[src/rtl/mcr_pkg.sv]
// ----------------------------------------------------------------------------
// mcr_pkg - shared definitions for the midpoint circle rasterizer
// Command codes, recurrence constants, per-job control flags and result sequencing.
// ----------------------------------------------------------------------------
package mcr_pkg;

    // Command codes carried in the command field of a request.
    localparam logic CMD_START = 1'b0;
    localparam logic CMD_STEP  = 1'b1;

    // Decision variable constants of the midpoint recurrence.
    localparam int DEC_INIT    = 3;
    localparam int STEP_ACROSS = 6;
    localparam int STEP_DIAG   = 10;

    // Result sequencing: eight octant points, four spans, two diameters.
    localparam int NUM_POINTS = 8;
    localparam int NUM_SPANS  = 4;
    localparam int NUM_DIAMS  = 2;
    localparam int RES_IDX_W  = 4;

    // Control flags that travel with each job from the front to the back.
    typedef struct packed {
        logic spans;
        logic diams;
        logic done;
    } job_ctrl_t;

endpackage

[src/rtl/mcr_cmd_if.sv]
// ----------------------------------------------------------------------------
// mcr_cmd_if - command channel
// Valid/ready channel carrying start and step commands.
// ----------------------------------------------------------------------------
interface mcr_cmd_if #(
    parameter int COORD_BITS  = 16,
    parameter int RADIUS_BITS = 12
);
    logic                          valid;
    logic                          ready;
    logic                          command;
    logic signed [COORD_BITS-1:0]  center_x;
    logic signed [COORD_BITS-1:0]  center_y;
    logic        [RADIUS_BITS-1:0] radius;

    modport source (
        output valid, command, center_x, center_y, radius,
        input  ready
    );

    modport sink (
        input  valid, command, center_x, center_y, radius,
        output ready
    );
endinterface

[src/rtl/mcr_res_if.sv]
// ----------------------------------------------------------------------------
// mcr_res_if - result channel
// Valid/ready channel carrying one point or segment per request.
// ----------------------------------------------------------------------------
interface mcr_res_if #(
    parameter int COORD_BITS = 16
);
    logic                       valid;
    logic                       ready;
    logic signed [COORD_BITS:0] x_start;
    logic signed [COORD_BITS:0] y_start;
    logic signed [COORD_BITS:0] x_end;
    logic signed [COORD_BITS:0] y_end;
    logic                       is_segment;
    logic                       last_of_run;
    logic                       circle_done;

    modport source (
        output valid, x_start, y_start, x_end, y_end, is_segment, last_of_run,
               circle_done,
        input  ready
    );

    modport sink (
        input  valid, x_start, y_start, x_end, y_end, is_segment, last_of_run,
               circle_done,
        output ready
    );
endinterface

[src/rtl/mcr_cfg_if.sv]
// ----------------------------------------------------------------------------
// mcr_cfg_if - configuration write channel
// Valid/ready channel carrying the fill mode register value.
// ----------------------------------------------------------------------------
interface mcr_cfg_if;
    logic valid;
    logic ready;
    logic fill_mode;

    modport source (
        output valid, fill_mode,
        input  ready
    );

    modport sink (
        input  valid, fill_mode,
        output ready
    );
endinterface

[src/rtl/mcr_front.sv]
// ----------------------------------------------------------------------------
// mcr_front - command front end
// Runs the midpoint recurrence, queueing a job per start or active step.
// ----------------------------------------------------------------------------
module mcr_front #(
    parameter int COORD_BITS  = 16,
    parameter int RADIUS_BITS = 12
) (
    input  logic                          clk,
    input  logic                          rst_n,
    mcr_cmd_if.sink                       cmd,
    mcr_cfg_if.sink                       cfg,
    input  logic                          q_full,
    output logic                          push,
    output mcr_pkg::job_ctrl_t            job_ctrl,
    output logic signed [COORD_BITS-1:0]  job_cx,
    output logic signed [COORD_BITS-1:0]  job_cy,
    output logic        [RADIUS_BITS-1:0] job_x,
    output logic        [RADIUS_BITS-1:0] job_y,
    output logic        [RADIUS_BITS-1:0] job_r
);
    import mcr_pkg::*;

    localparam int DEC_W = RADIUS_BITS + 4;

    logic                          fill_mode_reg;
    logic                          busy_reg;
    logic        [RADIUS_BITS-1:0] offset_x_reg;
    logic        [RADIUS_BITS-1:0] offset_y_reg;
    logic signed [DEC_W-1:0]       decision_reg;
    logic signed [COORD_BITS-1:0]  cx_reg;
    logic signed [COORD_BITS-1:0]  cy_reg;
    logic        [RADIUS_BITS-1:0] radius_reg;

    logic                          accept;
    logic                          is_start;
    logic signed [DEC_W-1:0]       x_ext;
    logic signed [DEC_W-1:0]       y_ext;
    logic signed [DEC_W-1:0]       r_ext;
    logic signed [DEC_W-1:0]       dec_across;
    logic signed [DEC_W-1:0]       dec_diag;
    logic        [RADIUS_BITS-1:0] x_next;
    logic        [RADIUS_BITS-1:0] y_next;
    logic signed [DEC_W-1:0]       decision_next;
    logic                          done_next;

    assign cmd.ready = !q_full;
    assign cfg.ready = 1'b1;

    assign accept   = cmd.valid && cmd.ready;
    assign is_start = (cmd.command == CMD_START);

    assign x_ext = DEC_W'(offset_x_reg);
    assign y_ext = DEC_W'(offset_y_reg);
    assign r_ext = DEC_W'(cmd.radius);

    assign dec_across = decision_reg + (x_ext <<< 2) + DEC_W'(STEP_ACROSS);
    assign dec_diag   = decision_reg + ((x_ext - y_ext) <<< 2) + DEC_W'(STEP_DIAG);

    always_comb
    begin
        if (is_start)
        begin
            x_next        = '0;
            y_next        = cmd.radius;
            decision_next = DEC_W'(DEC_INIT) - (r_ext <<< 1);
        end
        else
        begin
            x_next = offset_x_reg + RADIUS_BITS'(1);
            // A negative decision keeps y; otherwise the step moves diagonally.
            if (decision_reg[DEC_W-1])
            begin
                y_next        = offset_y_reg;
                decision_next = dec_across;
            end
            else
            begin
                y_next        = offset_y_reg - RADIUS_BITS'(1);
                decision_next = dec_diag;
            end
        end
    end

    assign done_next = (x_next >= y_next);

    // A step with no circle active is taken and dropped without a job.
    assign push = accept && (is_start || busy_reg);

    assign job_ctrl.spans = !is_start && fill_mode_reg;
    assign job_ctrl.diams = fill_mode_reg && done_next;
    assign job_ctrl.done  = done_next;
    assign job_cx = is_start ? cmd.center_x : cx_reg;
    assign job_cy = is_start ? cmd.center_y : cy_reg;
    assign job_r  = is_start ? cmd.radius : radius_reg;
    assign job_x  = x_next;
    assign job_y  = y_next;

    always_ff @(posedge clk or negedge rst_n)
    begin
        if (!rst_n)
        begin
            fill_mode_reg <= 1'b0;
            busy_reg      <= 1'b0;
            offset_x_reg  <= '0;
            offset_y_reg  <= '0;
            decision_reg  <= '0;
            cx_reg        <= '0;
            cy_reg        <= '0;
            radius_reg    <= '0;
        end
        else
        begin
            if (cfg.valid && cfg.ready)
            begin
                fill_mode_reg <= cfg.fill_mode;
            end
            if (push)
            begin
                busy_reg     <= !done_next;
                offset_x_reg <= x_next;
                offset_y_reg <= y_next;
                decision_reg <= decision_next;
                if (is_start)
                begin
                    cx_reg     <= cmd.center_x;
                    cy_reg     <= cmd.center_y;
                    radius_reg <= cmd.radius;
                end
            end
        end
    end

    // An active circle always has its x offset below its y offset.
    a_busy_offsets: assert property (@(posedge clk) disable iff (!rst_n)
        busy_reg |-> (offset_x_reg < offset_y_reg))
        else $error("active circle with x offset not below y offset");

endmodule

[src/rtl/mcr_queue.sv]
// ----------------------------------------------------------------------------
// mcr_queue - two-entry job queue
// Decouples the command front end from the result sequencer.
// ----------------------------------------------------------------------------
module mcr_queue #(
    parameter int WIDTH = 8
) (
    input  logic             clk,
    input  logic             rst_n,
    input  logic             push,
    input  logic [WIDTH-1:0] push_data,
    output logic             full,
    input  logic             pop,
    output logic             pop_valid,
    output logic [WIDTH-1:0] pop_data
);
    logic [WIDTH-1:0] entries_reg [2];
    logic             wr_ptr_reg;
    logic             rd_ptr_reg;
    logic [1:0]       count_reg;

    assign full      = (count_reg == 2'd2);
    assign pop_valid = (count_reg != 2'd0);
    assign pop_data  = entries_reg[rd_ptr_reg];

    always_ff @(posedge clk)
    begin
        if (push)
        begin
            entries_reg[wr_ptr_reg] <= push_data;
        end
    end

    always_ff @(posedge clk or negedge rst_n)
    begin
        if (!rst_n)
        begin
            wr_ptr_reg <= 1'b0;
            rd_ptr_reg <= 1'b0;
            count_reg  <= 2'd0;
        end
        else
        begin
            if (push)
            begin
                wr_ptr_reg <= !wr_ptr_reg;
            end
            if (pop)
            begin
                rd_ptr_reg <= !rd_ptr_reg;
            end
            if (push && !pop)
            begin
                count_reg <= count_reg + 2'd1;
            end
            else if (pop && !push)
            begin
                count_reg <= count_reg - 2'd1;
            end
        end
    end

    a_no_overflow: assert property (@(posedge clk) disable iff (!rst_n)
        full |-> !push)
        else $error("job pushed into a full queue");

    a_no_underflow: assert property (@(posedge clk) disable iff (!rst_n)
        pop |-> pop_valid)
        else $error("job popped from an empty queue");

endmodule

[src/rtl/mcr_back.sv]
// ----------------------------------------------------------------------------
// mcr_back - result sequencer
// Walks one job's points, spans and diameters, one result per unstalled cycle.
// ----------------------------------------------------------------------------
module mcr_back #(
    parameter int COORD_BITS  = 16,
    parameter int RADIUS_BITS = 12
) (
    input  logic                          clk,
    input  logic                          rst_n,
    input  logic                          job_valid,
    input  mcr_pkg::job_ctrl_t            job_ctrl,
    input  logic signed [COORD_BITS-1:0]  job_cx,
    input  logic signed [COORD_BITS-1:0]  job_cy,
    input  logic        [RADIUS_BITS-1:0] job_x,
    input  logic        [RADIUS_BITS-1:0] job_y,
    input  logic        [RADIUS_BITS-1:0] job_r,
    output logic                          pop,
    mcr_res_if.source                     res
);
    import mcr_pkg::*;

    localparam int OUT_W = COORD_BITS + 1;
    localparam int SUM_W = (RADIUS_BITS > OUT_W) ? RADIUS_BITS : OUT_W;

    typedef logic signed [OUT_W-1:0] coord_t;

    // Coordinates wrap to the output width, so only the low bits matter.
    function automatic coord_t offset_coord(
        input logic signed [COORD_BITS-1:0]  c,
        input logic        [RADIUS_BITS-1:0] o,
        input logic                          neg
    );
        logic signed [SUM_W-1:0] cs;
        logic signed [SUM_W-1:0] os;
        logic signed [SUM_W-1:0] s;
        cs = SUM_W'(c);
        os = SUM_W'(o);
        s  = neg ? (cs - os) : (cs + os);
        return s[OUT_W-1:0];
    endfunction

    logic                 out_valid_reg;
    coord_t               x_start_reg;
    coord_t               y_start_reg;
    coord_t               x_end_reg;
    coord_t               y_end_reg;
    logic                 is_segment_reg;
    logic                 last_of_run_reg;
    logic                 circle_done_reg;
    logic [RES_IDX_W-1:0] idx_reg;
    logic [RES_IDX_W-1:0] idx_next;

    logic [RES_IDX_W-1:0] last_idx;
    logic                 at_last;
    logic                 load;

    coord_t cxpx, cxmx, cxpy, cxmy, cypx, cymx, cypy, cymy;
    coord_t cxpr, cxmr, cypr, cymr, cx0, cy0;
    coord_t xs_sel, ys_sel, xe_sel, ye_sel;
    logic   seg_sel;

    assign cxpx = offset_coord(job_cx, job_x, 1'b0);
    assign cxmx = offset_coord(job_cx, job_x, 1'b1);
    assign cxpy = offset_coord(job_cx, job_y, 1'b0);
    assign cxmy = offset_coord(job_cx, job_y, 1'b1);
    assign cypx = offset_coord(job_cy, job_x, 1'b0);
    assign cymx = offset_coord(job_cy, job_x, 1'b1);
    assign cypy = offset_coord(job_cy, job_y, 1'b0);
    assign cymy = offset_coord(job_cy, job_y, 1'b1);
    assign cxpr = offset_coord(job_cx, job_r, 1'b0);
    assign cxmr = offset_coord(job_cx, job_r, 1'b1);
    assign cypr = offset_coord(job_cy, job_r, 1'b0);
    assign cymr = offset_coord(job_cy, job_r, 1'b1);
    assign cx0  = OUT_W'(job_cx);
    assign cy0  = OUT_W'(job_cy);

    assign last_idx = RES_IDX_W'(NUM_POINTS - 1)
                    + (job_ctrl.spans ? RES_IDX_W'(NUM_SPANS) : '0)
                    + (job_ctrl.diams ? RES_IDX_W'(NUM_DIAMS) : '0);
    assign at_last  = (idx_reg == last_idx);
    assign load     = job_valid && (!out_valid_reg || res.ready);
    assign pop      = load && at_last;
    assign idx_next = at_last ? '0 : (idx_reg + RES_IDX_W'(1));

    // Diameters always sit on an even/odd index pair, spans on four
    // consecutive indices starting right after the points.
    always_comb
    begin
        xs_sel  = cx0;
        ys_sel  = cy0;
        xe_sel  = cx0;
        ye_sel  = cy0;
        seg_sel = 1'b1;
        priority if (idx_reg < RES_IDX_W'(NUM_POINTS))
        begin
            seg_sel = 1'b0;
            unique case (idx_reg[2:0])
                3'd0:    begin xs_sel = cxpx; ys_sel = cypy; end
                3'd1:    begin xs_sel = cxmx; ys_sel = cypy; end
                3'd2:    begin xs_sel = cxpx; ys_sel = cymy; end
                3'd3:    begin xs_sel = cxmx; ys_sel = cymy; end
                3'd4:    begin xs_sel = cxpy; ys_sel = cypx; end
                3'd5:    begin xs_sel = cxmy; ys_sel = cypx; end
                3'd6:    begin xs_sel = cxpy; ys_sel = cymx; end
                default: begin xs_sel = cxmy; ys_sel = cymx; end
            endcase
            xe_sel = xs_sel;
            ye_sel = ys_sel;
        end
        else if (job_ctrl.spans && (idx_reg < RES_IDX_W'(NUM_POINTS + NUM_SPANS)))
        begin
            unique case (idx_reg[1:0])
                2'd0:    begin xs_sel = cxmx; xe_sel = cxpx; ys_sel = cymy; end
                2'd1:    begin xs_sel = cxmx; xe_sel = cxpx; ys_sel = cypy; end
                2'd2:    begin xs_sel = cxmy; xe_sel = cxpy; ys_sel = cymx; end
                default: begin xs_sel = cxmy; xe_sel = cxpy; ys_sel = cypx; end
            endcase
            ye_sel = ys_sel;
        end
        else
        begin
            if (!idx_reg[0])
            begin
                xs_sel = cxmr;
                xe_sel = cxpr;
            end
            else
            begin
                ys_sel = cymr;
                ye_sel = cypr;
            end
        end
    end

    always_ff @(posedge clk)
    begin
        if (load)
        begin
            x_start_reg     <= xs_sel;
            y_start_reg     <= ys_sel;
            x_end_reg       <= xe_sel;
            y_end_reg       <= ye_sel;
            is_segment_reg  <= seg_sel;
            last_of_run_reg <= at_last;
            circle_done_reg <= job_ctrl.done;
        end
    end

    always_ff @(posedge clk or negedge rst_n)
    begin
        if (!rst_n)
        begin
            out_valid_reg <= 1'b0;
            idx_reg       <= '0;
        end
        else
        begin
            if (load)
            begin
                out_valid_reg <= 1'b1;
                idx_reg       <= idx_next;
            end
            else if (res.ready)
            begin
                out_valid_reg <= 1'b0;
            end
        end
    end

    assign res.valid       = out_valid_reg;
    assign res.x_start     = x_start_reg;
    assign res.y_start     = y_start_reg;
    assign res.x_end       = x_end_reg;
    assign res.y_end       = y_end_reg;
    assign res.is_segment  = is_segment_reg;
    assign res.last_of_run = last_of_run_reg;
    assign res.circle_done = circle_done_reg;

    a_idx_in_run: assert property (@(posedge clk) disable iff (!rst_n)
        job_valid |-> (idx_reg <= last_idx))
        else $error("result index ran past the end of the job");

    a_idle_idx: assert property (@(posedge clk) disable iff (!rst_n)
        !job_valid |-> (idx_reg == '0))
        else $error("result index not cleared between jobs");

endmodule

[src/rtl/midpoint_circle_rasterizer.sv]
// ----------------------------------------------------------------------------
// midpoint_circle_rasterizer - midpoint circle rasterizer, eight-way symmetry
// Turns start and step commands into octant points, fill spans and diameters.
// ----------------------------------------------------------------------------
//
//  Channel  Dir  Payload                                          Request
//  -------  ---  -----------------------------------------------  -------------
//  cmd      in   command, center_x, center_y, radius              one command
//  res      out  x_start, y_start, x_end, y_end, is_segment,      one point or
//                last_of_run, circle_done                         segment
//  cfg      in   fill_mode                                        register write
//
//  A command that produces output gives 8 results on the result channel in
//  outline mode, 8 to 14 in fill mode; the result sequencer emits one result
//  per cycle while the result channel is ready and sets the rate. The front
//  end holds up to two commands ahead in its queue and accepts a command
//  whenever the queue is not full. A step with no circle active is accepted and
//  produces nothing. Reset clears control state, not queue or result data; a
//  stalled result channel backs up into the queue, then the command channel.
//
module midpoint_circle_rasterizer #(
    parameter int COORD_BITS  = 16,
    parameter int RADIUS_BITS = 12
) (
    input  logic       clk,
    input  logic       rst_n,
    mcr_cmd_if.sink    cmd,
    mcr_res_if.source  res,
    mcr_cfg_if.sink    cfg
);
    import mcr_pkg::*;

    localparam int CTRL_W = $bits(job_ctrl_t);
    localparam int JOB_W  = CTRL_W + 2 * COORD_BITS + 3 * RADIUS_BITS;

    logic                          push;
    logic                          q_full;
    logic                          pop;
    logic                          job_valid;
    logic [JOB_W-1:0]              push_data;
    logic [JOB_W-1:0]              pop_data;

    job_ctrl_t                     f_ctrl;
    logic signed [COORD_BITS-1:0]  f_cx;
    logic signed [COORD_BITS-1:0]  f_cy;
    logic        [RADIUS_BITS-1:0] f_x;
    logic        [RADIUS_BITS-1:0] f_y;
    logic        [RADIUS_BITS-1:0] f_r;

    job_ctrl_t                     b_ctrl;
    logic signed [COORD_BITS-1:0]  b_cx;
    logic signed [COORD_BITS-1:0]  b_cy;
    logic        [RADIUS_BITS-1:0] b_x;
    logic        [RADIUS_BITS-1:0] b_y;
    logic        [RADIUS_BITS-1:0] b_r;

    mcr_front #(
        .COORD_BITS  (COORD_BITS),
        .RADIUS_BITS (RADIUS_BITS)
    ) u_front (
        .clk      (clk),
        .rst_n    (rst_n),
        .cmd      (cmd),
        .cfg      (cfg),
        .q_full   (q_full),
        .push     (push),
        .job_ctrl (f_ctrl),
        .job_cx   (f_cx),
        .job_cy   (f_cy),
        .job_x    (f_x),
        .job_y    (f_y),
        .job_r    (f_r)
    );

    assign push_data = {f_ctrl, f_cx, f_cy, f_x, f_y, f_r};

    mcr_queue #(
        .WIDTH (JOB_W)
    ) u_queue (
        .clk       (clk),
        .rst_n     (rst_n),
        .push      (push),
        .push_data (push_data),
        .full      (q_full),
        .pop       (pop),
        .pop_valid (job_valid),
        .pop_data  (pop_data)
    );

    assign {b_ctrl, b_cx, b_cy, b_x, b_y, b_r} = pop_data;

    mcr_back #(
        .COORD_BITS  (COORD_BITS),
        .RADIUS_BITS (RADIUS_BITS)
    ) u_back (
        .clk       (clk),
        .rst_n     (rst_n),
        .job_valid (job_valid),
        .job_ctrl  (b_ctrl),
        .job_cx    (b_cx),
        .job_cy    (b_cy),
        .job_x     (b_x),
        .job_y     (b_y),
        .job_r     (b_r),
        .pop       (pop),
        .res       (res)
    );

endmodule
[src/flat_wrapper.sv]
// flat-port wrapper written by rule: the top's interface ports become plain ports
module midpoint_circle_rasterizer_flat import mcr_pkg::*;
#(
    parameter int COORD_BITS  = 16,
    parameter int RADIUS_BITS = 12
)
  (clk, rst_n, cmd_valid, cmd_command, cmd_center_x, cmd_center_y, cmd_radius, cmd_ready, res_valid, res_x_start, res_y_start, res_x_end, res_y_end, res_is_segment, res_last_of_run, res_circle_done, res_ready, cfg_valid, cfg_fill_mode, cfg_ready);
  mcr_cmd_if #(.COORD_BITS(COORD_BITS), .RADIUS_BITS(RADIUS_BITS)) cmd_i ();
  mcr_res_if #(.COORD_BITS(COORD_BITS)) res_i ();
  mcr_cfg_if cfg_i ();
  input  logic clk;
  input  logic rst_n;
  input wire logic [$bits(cmd_i.valid)-1:0] cmd_valid;
  input wire logic [$bits(cmd_i.command)-1:0] cmd_command;
  input wire logic [$bits(cmd_i.center_x)-1:0] cmd_center_x;
  input wire logic [$bits(cmd_i.center_y)-1:0] cmd_center_y;
  input wire logic [$bits(cmd_i.radius)-1:0] cmd_radius;
  output wire logic [$bits(cmd_i.ready)-1:0] cmd_ready;
  output wire logic [$bits(res_i.valid)-1:0] res_valid;
  output wire logic [$bits(res_i.x_start)-1:0] res_x_start;
  output wire logic [$bits(res_i.y_start)-1:0] res_y_start;
  output wire logic [$bits(res_i.x_end)-1:0] res_x_end;
  output wire logic [$bits(res_i.y_end)-1:0] res_y_end;
  output wire logic [$bits(res_i.is_segment)-1:0] res_is_segment;
  output wire logic [$bits(res_i.last_of_run)-1:0] res_last_of_run;
  output wire logic [$bits(res_i.circle_done)-1:0] res_circle_done;
  input wire logic [$bits(res_i.ready)-1:0] res_ready;
  input wire logic [$bits(cfg_i.valid)-1:0] cfg_valid;
  input wire logic [$bits(cfg_i.fill_mode)-1:0] cfg_fill_mode;
  output wire logic [$bits(cfg_i.ready)-1:0] cfg_ready;
  assign cmd_i.valid = cmd_valid;
  assign cmd_i.command = cmd_command;
  assign cmd_i.center_x = cmd_center_x;
  assign cmd_i.center_y = cmd_center_y;
  assign cmd_i.radius = cmd_radius;
  assign cmd_ready = cmd_i.ready;
  assign res_valid = res_i.valid;
  assign res_x_start = res_i.x_start;
  assign res_y_start = res_i.y_start;
  assign res_x_end = res_i.x_end;
  assign res_y_end = res_i.y_end;
  assign res_is_segment = res_i.is_segment;
  assign res_last_of_run = res_i.last_of_run;
  assign res_circle_done = res_i.circle_done;
  assign res_i.ready = res_ready;
  assign cfg_i.valid = cfg_valid;
  assign cfg_i.fill_mode = cfg_fill_mode;
  assign cfg_ready = cfg_i.ready;
  midpoint_circle_rasterizer #(.COORD_BITS(COORD_BITS), .RADIUS_BITS(RADIUS_BITS)) u_core (.clk(clk), .rst_n(rst_n), .cmd(cmd_i), .res(res_i), .cfg(cfg_i));
endmodule
[config.mk]
export PLATFORM = sky130hd
export DESIGN_NAME = midpoint_circle_rasterizer_flat
export DESIGN_NICKNAME = d
export VERILOG_FILES = /design/src/rtl/mcr_pkg.sv /design/src/rtl/mcr_cmd_if.sv /design/src/rtl/mcr_res_if.sv /design/src/rtl/mcr_cfg_if.sv /design/src/rtl/mcr_front.sv /design/src/rtl/mcr_queue.sv /design/src/rtl/mcr_back.sv /design/src/rtl/midpoint_circle_rasterizer.sv /design/src/flat_wrapper.sv
export SDC_FILE = /design/constraint.sdc
export NUM_CORES = 1
export LEC_CHECK = 0
export ABC_CLOCK_PERIOD_IN_PS = 15860
export BUFFER_PORTS_ARGS = -buffer_cell sky130_fd_sc_hd__buf_4
export CAP_MARGIN = 20
export CORE_MARGIN = 3
export CORE_UTILIZATION = 60
export DETAILED_ROUTE_END_ITERATION = 8
export PLACE_DENSITY = 0.78
export RECOVER_POWER = 25
export SKIP_LAST_GASP = 1
export SLEW_MARGIN = 5
export SYNTH_ARGS = -nofsm -noshare
export SYNTH_HDL_FRONTEND = slang
export SYNTH_SLANG_ARGS = --single-unit
[constraint.sdc]
create_clock -name clk -period 15.86 [get_ports clk]
set_clock_uncertainty 0.2 [all_clocks]
set_input_delay 0.793 -clock clk [delete_from_list [all_inputs] [get_ports clk]]
set_output_delay 0.793 -clock clk [all_outputs]
set_load 0.1 [all_outputs]
* Yosys cells after proc, flatten, opt, wreduce, memory -nomap -nowiden *
Memory sizes are Yosys's and may differ from the RTL's.
Index checks and enable logic that the tools add are counted.

word-level totals
  memories = 1
  RAM bits = 142
  output and inout bits = 74
  input port bits = 51
  logic and storage cells = 125
  flip-flop bits (word level) = 166

cells by class
  magnitude comparators = 3
  add/subtract/negate cells = 25
  bitwise operators = 1
  equality and inequality tests = 10
  muxes and demuxes = 35
  reduce and logical (&&, ||, !) cells = 30

memories
  name                        depth  width  rd ports  clocked after Yosys merged registers in  write ports  line             source
  u_core.u_queue.entries_reg  2      71     1         0                                        1            mcr_queue.sv:17  logic [WIDTH-1:0] entries_reg [2];

operators by type and width
  cell                                                                  number
  17-bit 2-to-1 mux                                                     14
  17-bit one-hot mux with 3 select lines                                3
  16-bit by 13-bit adder with 17-bit output                             6
  16-bit by 13-bit subtractor with 17-bit output                        6
  16-bit 2-to-1 mux                                                     4
  12-bit 2-to-1 mux                                                     4
  16-bit by 15-bit adder with 16-bit output                             2
  16-bit by 4-bit adder with 16-bit output, second input constant       1
  16-bit by 5-bit adder with 16-bit output, second input constant       1
  2-bit OR reduction                                                    7
  2-bit by 13-bit subtractor with 14-bit output, first input constant   1
  12-bit by 12-bit subtractor with 13-bit output                        1
  12-bit by 1-bit adder with 12-bit output, second input constant       1
  12-bit >= comparator                                                  1
  12-bit by 1-bit subtractor with 12-bit output, second input constant  1
  3-bit == test, second input constant                                  3
  1-bit logical AND                                                     9
  4-bit less-than comparator, second input constant                     2
  1-bit logical NOT                                                     7
  3-bit by 2-bit == test with 1-bit output, second input constant       2
  2-bit 2-to-1 mux                                                      3
  2-bit nonzero test                                                    3
  1-bit 2-to-1 mux                                                      5
  3-bit by 3-bit adder with 4-bit output, first input constant          1
  14 further kinds                                                      16

* Depth between registers and ports, before layout *
Gate-level depths: netlist of the first run.
An unclocked memory read counts as a cell.

  depth after elaboration = 9
  depth in mapped cells = 20
  depth with buffers taken out = 20

* Hierarchy *
From an unflattened synthesis of the first run, not the netlist that was laid out.

second synthesis, totals
  cell total of the unflattened synthesis = 2852
  area total of the unflattened synthesis = 26130.1 um^2

by module, submodules not included
  module     cells each  times used  seq. area each (um^2)  area each (um^2)
  mcr_back   1790        1           2197.1                 13596.8
  mcr_front  825         1           2127.0                 6870.3
  mcr_queue  237         1           4364.2                 5662.9

* Worst setup path before layout of the first run *
No wires, ideal clock.

  path type = reg-to-reg
  start = register u_core.u_queue.count_reg[0]
  end = memory u_core.u_queue.entries_reg[0][0] (netlist bit), enable pin
  arrival time = 4925 ps
  data required time = 15159 ps
  slack = 10234 ps
  cell stages (with the launch flop) = 5
  clock period less this slack = 5626 ps
  library setup time = 501 ps
  cells stage by stage = dfrtp_1 nand2b_1 nand3_1 clkbuf_1 nor2_1

between the ends
  word-level cells in the longest chain between the ends = 6

RTL lines
  element                                 line                source
  from (decl)                             mcr_queue.sv:20     logic [1:0] count_reg;
  from (signal assigned)                  mcr_queue.sv:54     count_reg <= count_reg + 2'd1;
  from (signal assigned)                  mcr_queue.sv:58     count_reg <= count_reg - 2'd1;
  2-bit == test                           mcr_queue.sv:22     assign full = (count_reg == 2'd2);
  1-bit logical NOT                       mcr_front.sv:47     assign cmd.ready = !q_full;
  net cmd_ready                           flat_wrapper.sv:18  output wire logic [$bits(cmd_i.ready)-1:0] cmd_ready;
  1-bit logical AND                       mcr_front.sv:50     assign accept = cmd.valid && cmd.ready;
  1-bit logical AND                       mcr_front.sv:88     assign push = accept && (is_start || busy_reg);
  1-bit 2-to-1 mux                        mcr_queue.sv:28     if (push)
  1-bit 2-to-1 mux (implied by the code)  mcr_queue.sv:30     entries_reg[wr_ptr_reg] <= push_data;
  to (decl)                               mcr_queue.sv:17

The timed path passes the listed nets, and every way through them passes these cells.

==> results of run 1 <==
-- cells by family (layout without fill, tap and decap cells) --
family                   count (synthesis)  count (layout)  share of synthesized area, %
buffers and inverters                  286             366                          4.51
flip-flops                             305             305                          34.7
XOR/XNOR                               209             209                          7.35
AND/OR/NAND/NOR                        676             676                          12.6
multiplexers                           193             193                          8.56
other                                    1               2                        0.0150
adder cells (fa/ha/maj)                244             244                          12.7
AO/OA/AOI/OAI                          739             739                          19.6
-- final timing paths --
path	cells past startpoint	to	slack, ns	from
setup / recovery	14	u_core.u_queue.entries_reg[1][69]$_DFFE_PP_	8.85	cmd_command
hold / removal	2	u_core.u_front.fill_mode_reg$_DFFE_PN0P_	0.24	cfg_fill_mode
setup reg to reg	13	u_core.u_back.res.x_end[14]$_DFFE_PP_	9.17	u_core.u_queue.rd_ptr_reg$_DFFE_PN0P_
hold reg to reg	2	u_core.u_front.busy_reg$_DFFE_PN0P_	0.29	u_core.u_front.busy_reg$_DFFE_PN0P_
max in group asynchronous	3	u_core.u_back.idx_reg[0]$_DFFE_PN0P_	12.51	rst_n
min in group asynchronous	2	u_core.u_front.cx_reg[14]$_DFFE_PN0P_	1.16	rst_n
-- per-layer routing --
layer  wire length, um  share of wire [%]
met1             32300                 41
met2             36100                 46
met3              6750                8.6
met4              3330                4.2
met5                 0                  0
-- cell usage in the layout, fill, tap and decap left out, types with 46 or more instances in the layout --
master    instances
clkbuf_1         70
buf_4           100
ha_1            229
a21oi_1         174
mux2_2          103
dfrtp_1          93
mux2i_1          61
nor2_1          218
nand2_1         182
xnor2_1         165
o21ai_0         161
a21o_1           46
inv_1           140
edfxtp_1        211
nand2b_1         52
nor3_1           53
-- stage by stage --
stage	instances	area [um2]
4_1_cts	3264	27400
2_1_floorplan	2653	25000
3_5_place_dp	3206	26300
5_1_grt	3265	27200
3_3_place_gp	3205	26300
6_report	3266	27200
-- worst register-to-register path: cells and delay by family, from the launching register on --
family	cells	cell delay, ns
simple gates	2	0.26
flops	1	1.41
mux	1	0.63
fa+ha+maj	1	0.55
buf+inv	2	1.22
compound gates	6	1.91
xor+xnor	1	0.19
-- cell type report --
type	count	area, um2	area share (%)
Antenna cell	1	2.50	0.00922
Clock buffer	48	942	3.47
Clock inverter	9	88.8	0.327
Inverter	147	552	2.03
Multi-Input combinational cell	2062	15200	56.1
Sequential cell	305	8690	32.0
Tap cell	532	666	2.45
Timing Repair Buffer	162	990	3.64
==> impl_results.md, run 1 <==
- Post-synth EDFFs: 211
- Final setup fails: 0
- Top delay family on crit path: buffers and inverters
- Number of post-CTS setup repair buffers: 0
- Core footprint: 0.0410 mm2
- Final Hold Fails: 0
- Area grow syn2layout: 8.55%
- Setup ws final: 8.85 ns
- Pre-antenna DRT Iters: 9
- Die height: 210 um
- Critical path type: in2reg
- CP startpoint kind: input pin
- HPWL after detailed placement: 59400 um
- Critical path buffer and inverter count: 2
- Slowest CP cell: clkbuf_1
- Syn Area/Cell: 9.43 um2
- Worst Setup Slack post-DPL: approximately 10 ns
- Mapped Cells: 2653
- WP data required: around 16 ns
- DRC Markers: 0
- Syn nets: 2948
- First-pass GRT wire length: 119000 um
- Clock tree buffer depth: 3
- Worst skew pair latency: 0.59 ns
- Io pins: 125
- Post-synthesis cell area: 0.0250 mm2
- CP Capture Type: register
- Grt met2 use: 56.4%
- Setup TNS: 0 ns
- Synth cell types: 97
- Initial antenna violation count: 0
- Root Driver: clkbuf_16
- Largest net degree at the start of global routing: 74
- Final core occ: 66.2%
- Total global routing overflow: 0
- Status: complete, but fails checks
- Max H-tree Level: 1
- Top post-synthesis cells by area: edfxtp_1 (25%), ha_1 (11%), dfrtp_1 (9.4%)
- Layout cells sized above 1: between 10% and 20%
- Share of the synthesized area in the top cell type: 25.3%
- Drt via density: between 6 and 7
- IO Port Bufs: 123
- Slew Limit Fails: 240
- Path category of the worst min-delay check: in2reg
- Fill count: 3370
- Total routed wirelength: slightly below 80000 um
- Synth Register Bits: 305
- # resized after CTS: 0
- WHS: 0.238 ns
- Slowest stage delay, CP: 1.91 ns
- Most used routing layer: met2
- Synth cell count leaders: ha_1 (229), nor2_1 (221), edfxtp_1 (211)
- CTS Sinks: about 310
- Sequential area share after synthesis: 34.7%
- Final net count: around 3000
- Initial drt markers: 2385
- RSZ-0062 raised after global routing: no
- Clock period minus worst slack: 7.01 ns
- Fin crit share: 44.2%
- Hold Buf Count CTS: 1
- Fraction of registers with async set/reset: 30.8%
- Worst-path cell chain: clkbuf_1 > clkbuf_1 > nor2b_1 > a21o_1 > ha_1 > nand2b_1 > a21o_1 > a21oi_1 > nor2b_1 > o21ai_0 > nand2b_1 > a31oi_1 > o21ai_0 > and2_1
- Max_cap viols: 5
- DR vias: 21200
- Clk slew on worst S/H paths: ~0.060 ns
- CP max FO: 60
- CTS tree: done
- Largest register FFs: 142
- Total CTS buffers: 31
- Grt met1 use: 47.0%
- Least-Margin Pin Slew: 2.76 ns
- GR Util met3: 5.58%
- Most frequent cell after synthesis: ha_1
- Num rows: 74
- Arr. time, crit path: 7.15 ns
- Fmax: 143 MHz
- Avg WL per Cell: approximately 24 um
- Slew Limit Headroom: -83.7%
- Failing checks: capacitance limit, slew limit
- Detail Route Antenna Nets: 0
- Die width: 210 um
- Vias in the first global route: 20300
- Die area: 0.0442 mm2
- Total track usage: 34.7%
- Yosys Warn Count: 0
- Gp weighted congestion: 0.995
- Starting density of the core: 61.0%
- Area leader, netlist: edfxtp_1
- Top FF cell, synth: edfxtp_1
Power of run 1 is left out: the tool's default activity adds up to more than one toggle a clock period on the data nets, which glitch-free logic cannot reach.
==> run 2, diff against run 1 <==
--- a/config.mk
+++ b/config.mk
@@ -5,7 +5,7 @@
 export SDC_FILE = /design/constraint.sdc
 export NUM_CORES = 1
 export LEC_CHECK = 0
-export ABC_CLOCK_PERIOD_IN_PS = 15860
+export ABC_CLOCK_PERIOD_IN_PS = 6950
 export BUFFER_PORTS_ARGS = -buffer_cell sky130_fd_sc_hd__buf_4
 export CAP_MARGIN = 20
 export CORE_MARGIN = 3
==> constraint.sdc (replaced) <==
create_clock -name clk -period 6.95 [get_ports clk]
set_clock_uncertainty 0.2 [all_clocks]
set_input_delay 0.3475 -clock clk [delete_from_list [all_inputs] [get_ports clk]]
set_output_delay 0.3475 -clock clk [all_outputs]
set_load 0.1 [all_outputs]
==> run 2 against run 1 <==
Critical path type is now reg2reg. Final area is 2.0% higher. Count of clock-buffer cells in the layout is 5 lower. Via count is 1.9% higher. Worst setup slack worse by 7.4 ns. Non-clock buffer count is 44 higher. Global-route usage is 1.7 points higher. The run still ends with capacitance limit, slew limit left. Hold slack worse by 0.21 ns. Highest routed layer is now met5. Critical path depth is 2 lower. Routed wire length is 4.4% higher. Sequential share of layout area is 0.61 points lower.
==> impl_results.md, run 2 (synthesized netlist as in run 1, its figures left out) <==
- Total global routing overflow: 0 (unchanged)
- Total track usage: 36.4% (+1.7 points)
- Clock period minus worst slack: around 5.5 ns
- Leading cell types in the layout, fill and taps excluded: ha_1 (229), nor2_1 (218), edfxtp_1 (211)
- Least-Margin Pin Slew: 2.86 ns (+0.108 ns)
- CP Capture Type: register
- Critical path buffer and inverter count: 1 (-1)
- Setup ws final: 1.45 ns (-7.41 ns)
- Largest register FFs: 142 (unchanged)
- Area used by multi-input combinational logic: 0.0152 mm2 (unchanged)
- Area grow syn2layout: 10.7%
- IO Port Bufs: 123 (unchanged)
- Root Driver: clkbuf_16
- Slowest stage delay, CP: 1.02 ns (-0.89 ns)
- Worst skew pair latency: 0.57 ns (-0.02 ns)
- CTS Sinks: 305 (unchanged)
- RSZ-0062 raised after global routing: no
- Max_cap viols: 3 (-2)
- Drt via density: 6.53 (+0.40%)
- First-pass GRT wire length: 124000 um (+4.1%)
- Die height: 210 um (unchanged)
- Slew Limit Fails: 131 (-45%)
- Largest net degree at the start of global routing: 72 (-2.7%)
- DRC Markers: 0 (unchanged)
- Final core occ: 67.5% (+1.3 points)
- Num rows: 74 (unchanged)
- Max H-tree Level: 2 (+1)
- Slowest CP cell: dfrtp_4
- Number of post-CTS setup repair buffers: 0 (unchanged)
- Fill count: 3272 (-2.9%)
- Gp weighted congestion: 1.04 (+4.4%)
- Avg WL per Cell: 24.7 um (+2.9%)
- Setup TNS: 0 ns (unchanged)
- Vias in the first global route: 20900 (+3.1%)
- Final net count: 3051 (+1.6%)
- CP startpoint kind: register
- Die area: 0.0442 mm2 (unchanged)
- Layout cells sized above 1: 10.8% (-0.19 points)
- Initial antenna violation count: 6 (+6)
- HPWL after detailed placement: 61700 um (+3.9%)
- Register area: 0.00869 mm2 (about the same)
- Detail Route Antenna Nets: 0 (unchanged)
- CP max FO: 59 (-1.7%)
- Io pins: 125 (unchanged)
- Critical path type: reg2reg
- CP dominant cell by count: a221oi_1
- Starting density of the core: 61.0% (unchanged)
- Pre-antenna DRT Iters: 6 (-3)
- Fmax: 182 MHz
- DR vias: 21600 (+1.9%)
- Final setup fails: 0 (unchanged)
- Slew Limit Headroom: -90.9% (-7.2 points)
- Fin crit share: approximately four fifths
- Core footprint: 0.0410 mm2 (unchanged)
- WHS: 0.0255 ns (-0.213 ns)
- Path category of the worst min-delay check: in2reg
- Commonest non-fill, non-tap cell in the layout: ha_1
- Total CTS buffers: 34 (+9.7%)
- Total routed wirelength: 82000 um (+4.4%)
- Status: complete, but fails checks
- Clock tree buffer depth: 3 (unchanged)
- Worst Setup Slack post-DPL: 1.65 ns (-8.50 ns)
- Failing checks: capacitance limit, slew limit
- Final Hold Fails: 0 (unchanged)
- CTS tree: done
- Top delay family on crit path: compound AO/OA/AOI/OAI gates
- Initial drt markers: 2363 (-0.92%)
- Arr. time, crit path: 5.52 ns (-1.63 ns)
- Die width: 210 um (unchanged)
- Worst-path cell chain: mux2i_1 > inv_1 > fa_1 > nand2b_1 > a221oi_1 > o211ai_1 > a221oi_1 > o31ai_1 > nor2_1 > xnor2_1 > a221oi_1 > a21oi_1
- WP data required: 6.97 ns (-9.04 ns)
- Clk slew on worst S/H paths: 0.06 ns (about the same)
[run 2: changes by cell type in the layout (fill, tap and decap cells not counted), moves of 3 or more]
cell and delta:
clkbuf_1 +9, clkinv_1 +3, and2_0 -4, buf_4 -11, bufinv_16 +3, and2_1 +4
dlygate4sd3_1 +40
[run 2: cell type report]
type / count / area share (%)
Timing Repair Buffer: 206 / 4.94
Clock buffer: 43 / 3.37
Multi-Input combinational cell: 2062 / 55.0
Sequential cell: 305 / 31.4
Tap cell: 532 / 2.40
Antenna cell: 2 / 0.0181
Clock inverter: 18 / 0.913
Inverter: 147 / 1.99
[run 2: through the flow]
step | area [um2] | std cells
6_report | 27700 | 3315
5_1_grt | 27700 | 3313
4_1_cts | 28000 | 3312
3_5_place_dp | 26400 | 3210
3_3_place_gp | 26400 | 3209
2_1_floorplan | 25000 | 2653
[run 2: routing by layer]
metal / wire (um) / up-vias / global-route usage (%)
li1: - / 9881 / -
met3: 6630 / 261 / 5.34
met1: 33500 / 10400 / 48.4
met5: 26 / - / 0
met2: 37700 / 1052 / 59.1
met4: 4140 / 4 / 16.8
[run 2: path summary, 6_finish.rpt]
kind / from / to / slack (ns) / cells past startpoint
max: u_core.u_queue.rd_ptr_reg$_DFFE_PN0P_ / u_core.u_back.res.x_end[14]$_DFFE_PP_ / 1.45 / 12
min: cmd_radius[11] / u_core.u_queue.entries_reg[1][11]$_DFFE_PP_ / 0.03 / 2
max reg2reg: u_core.u_queue.rd_ptr_reg$_DFFE_PN0P_ / u_core.u_back.res.x_end[14]$_DFFE_PP_ / 1.45 / 12
min reg2reg: u_core.u_front.busy_reg$_DFFE_PN0P_ / u_core.u_front.busy_reg$_DFFE_PN0P_ / 0.29 / 2
max in group asynchronous: rst_n / u_core.u_queue.rd_ptr_reg$_DFFE_PN0P_ / 3.85 / 3
min in group asynchronous: rst_n / u_core.u_front.cx_reg[9]$_DFFE_PN0P_ / 0.84 / 2
[run 2: worst register-to-register path, delay by kind of cell, from the launching register on]
kind | cells | cell delay [ns]
AO/OA/AOI/OAI | 6 | 1.91
XOR/XNOR | 1 | 0.19
adder cells (fa/ha/maj) | 1 | 0.57
buffers and inverters | 1 | 0.34
flip-flops | 1 | 1.02
multiplexers | 1 | 0.64
AND/OR/NAND/NOR | 2 | 0.28
[run 2: what timing repair did]
item                                   4_1_cts  5_1_grt
endpoints found under the hold margin      130        0
hold buffers                                41        0
resized for setup                            0        0
Power of run 2 is left out for the same reason.
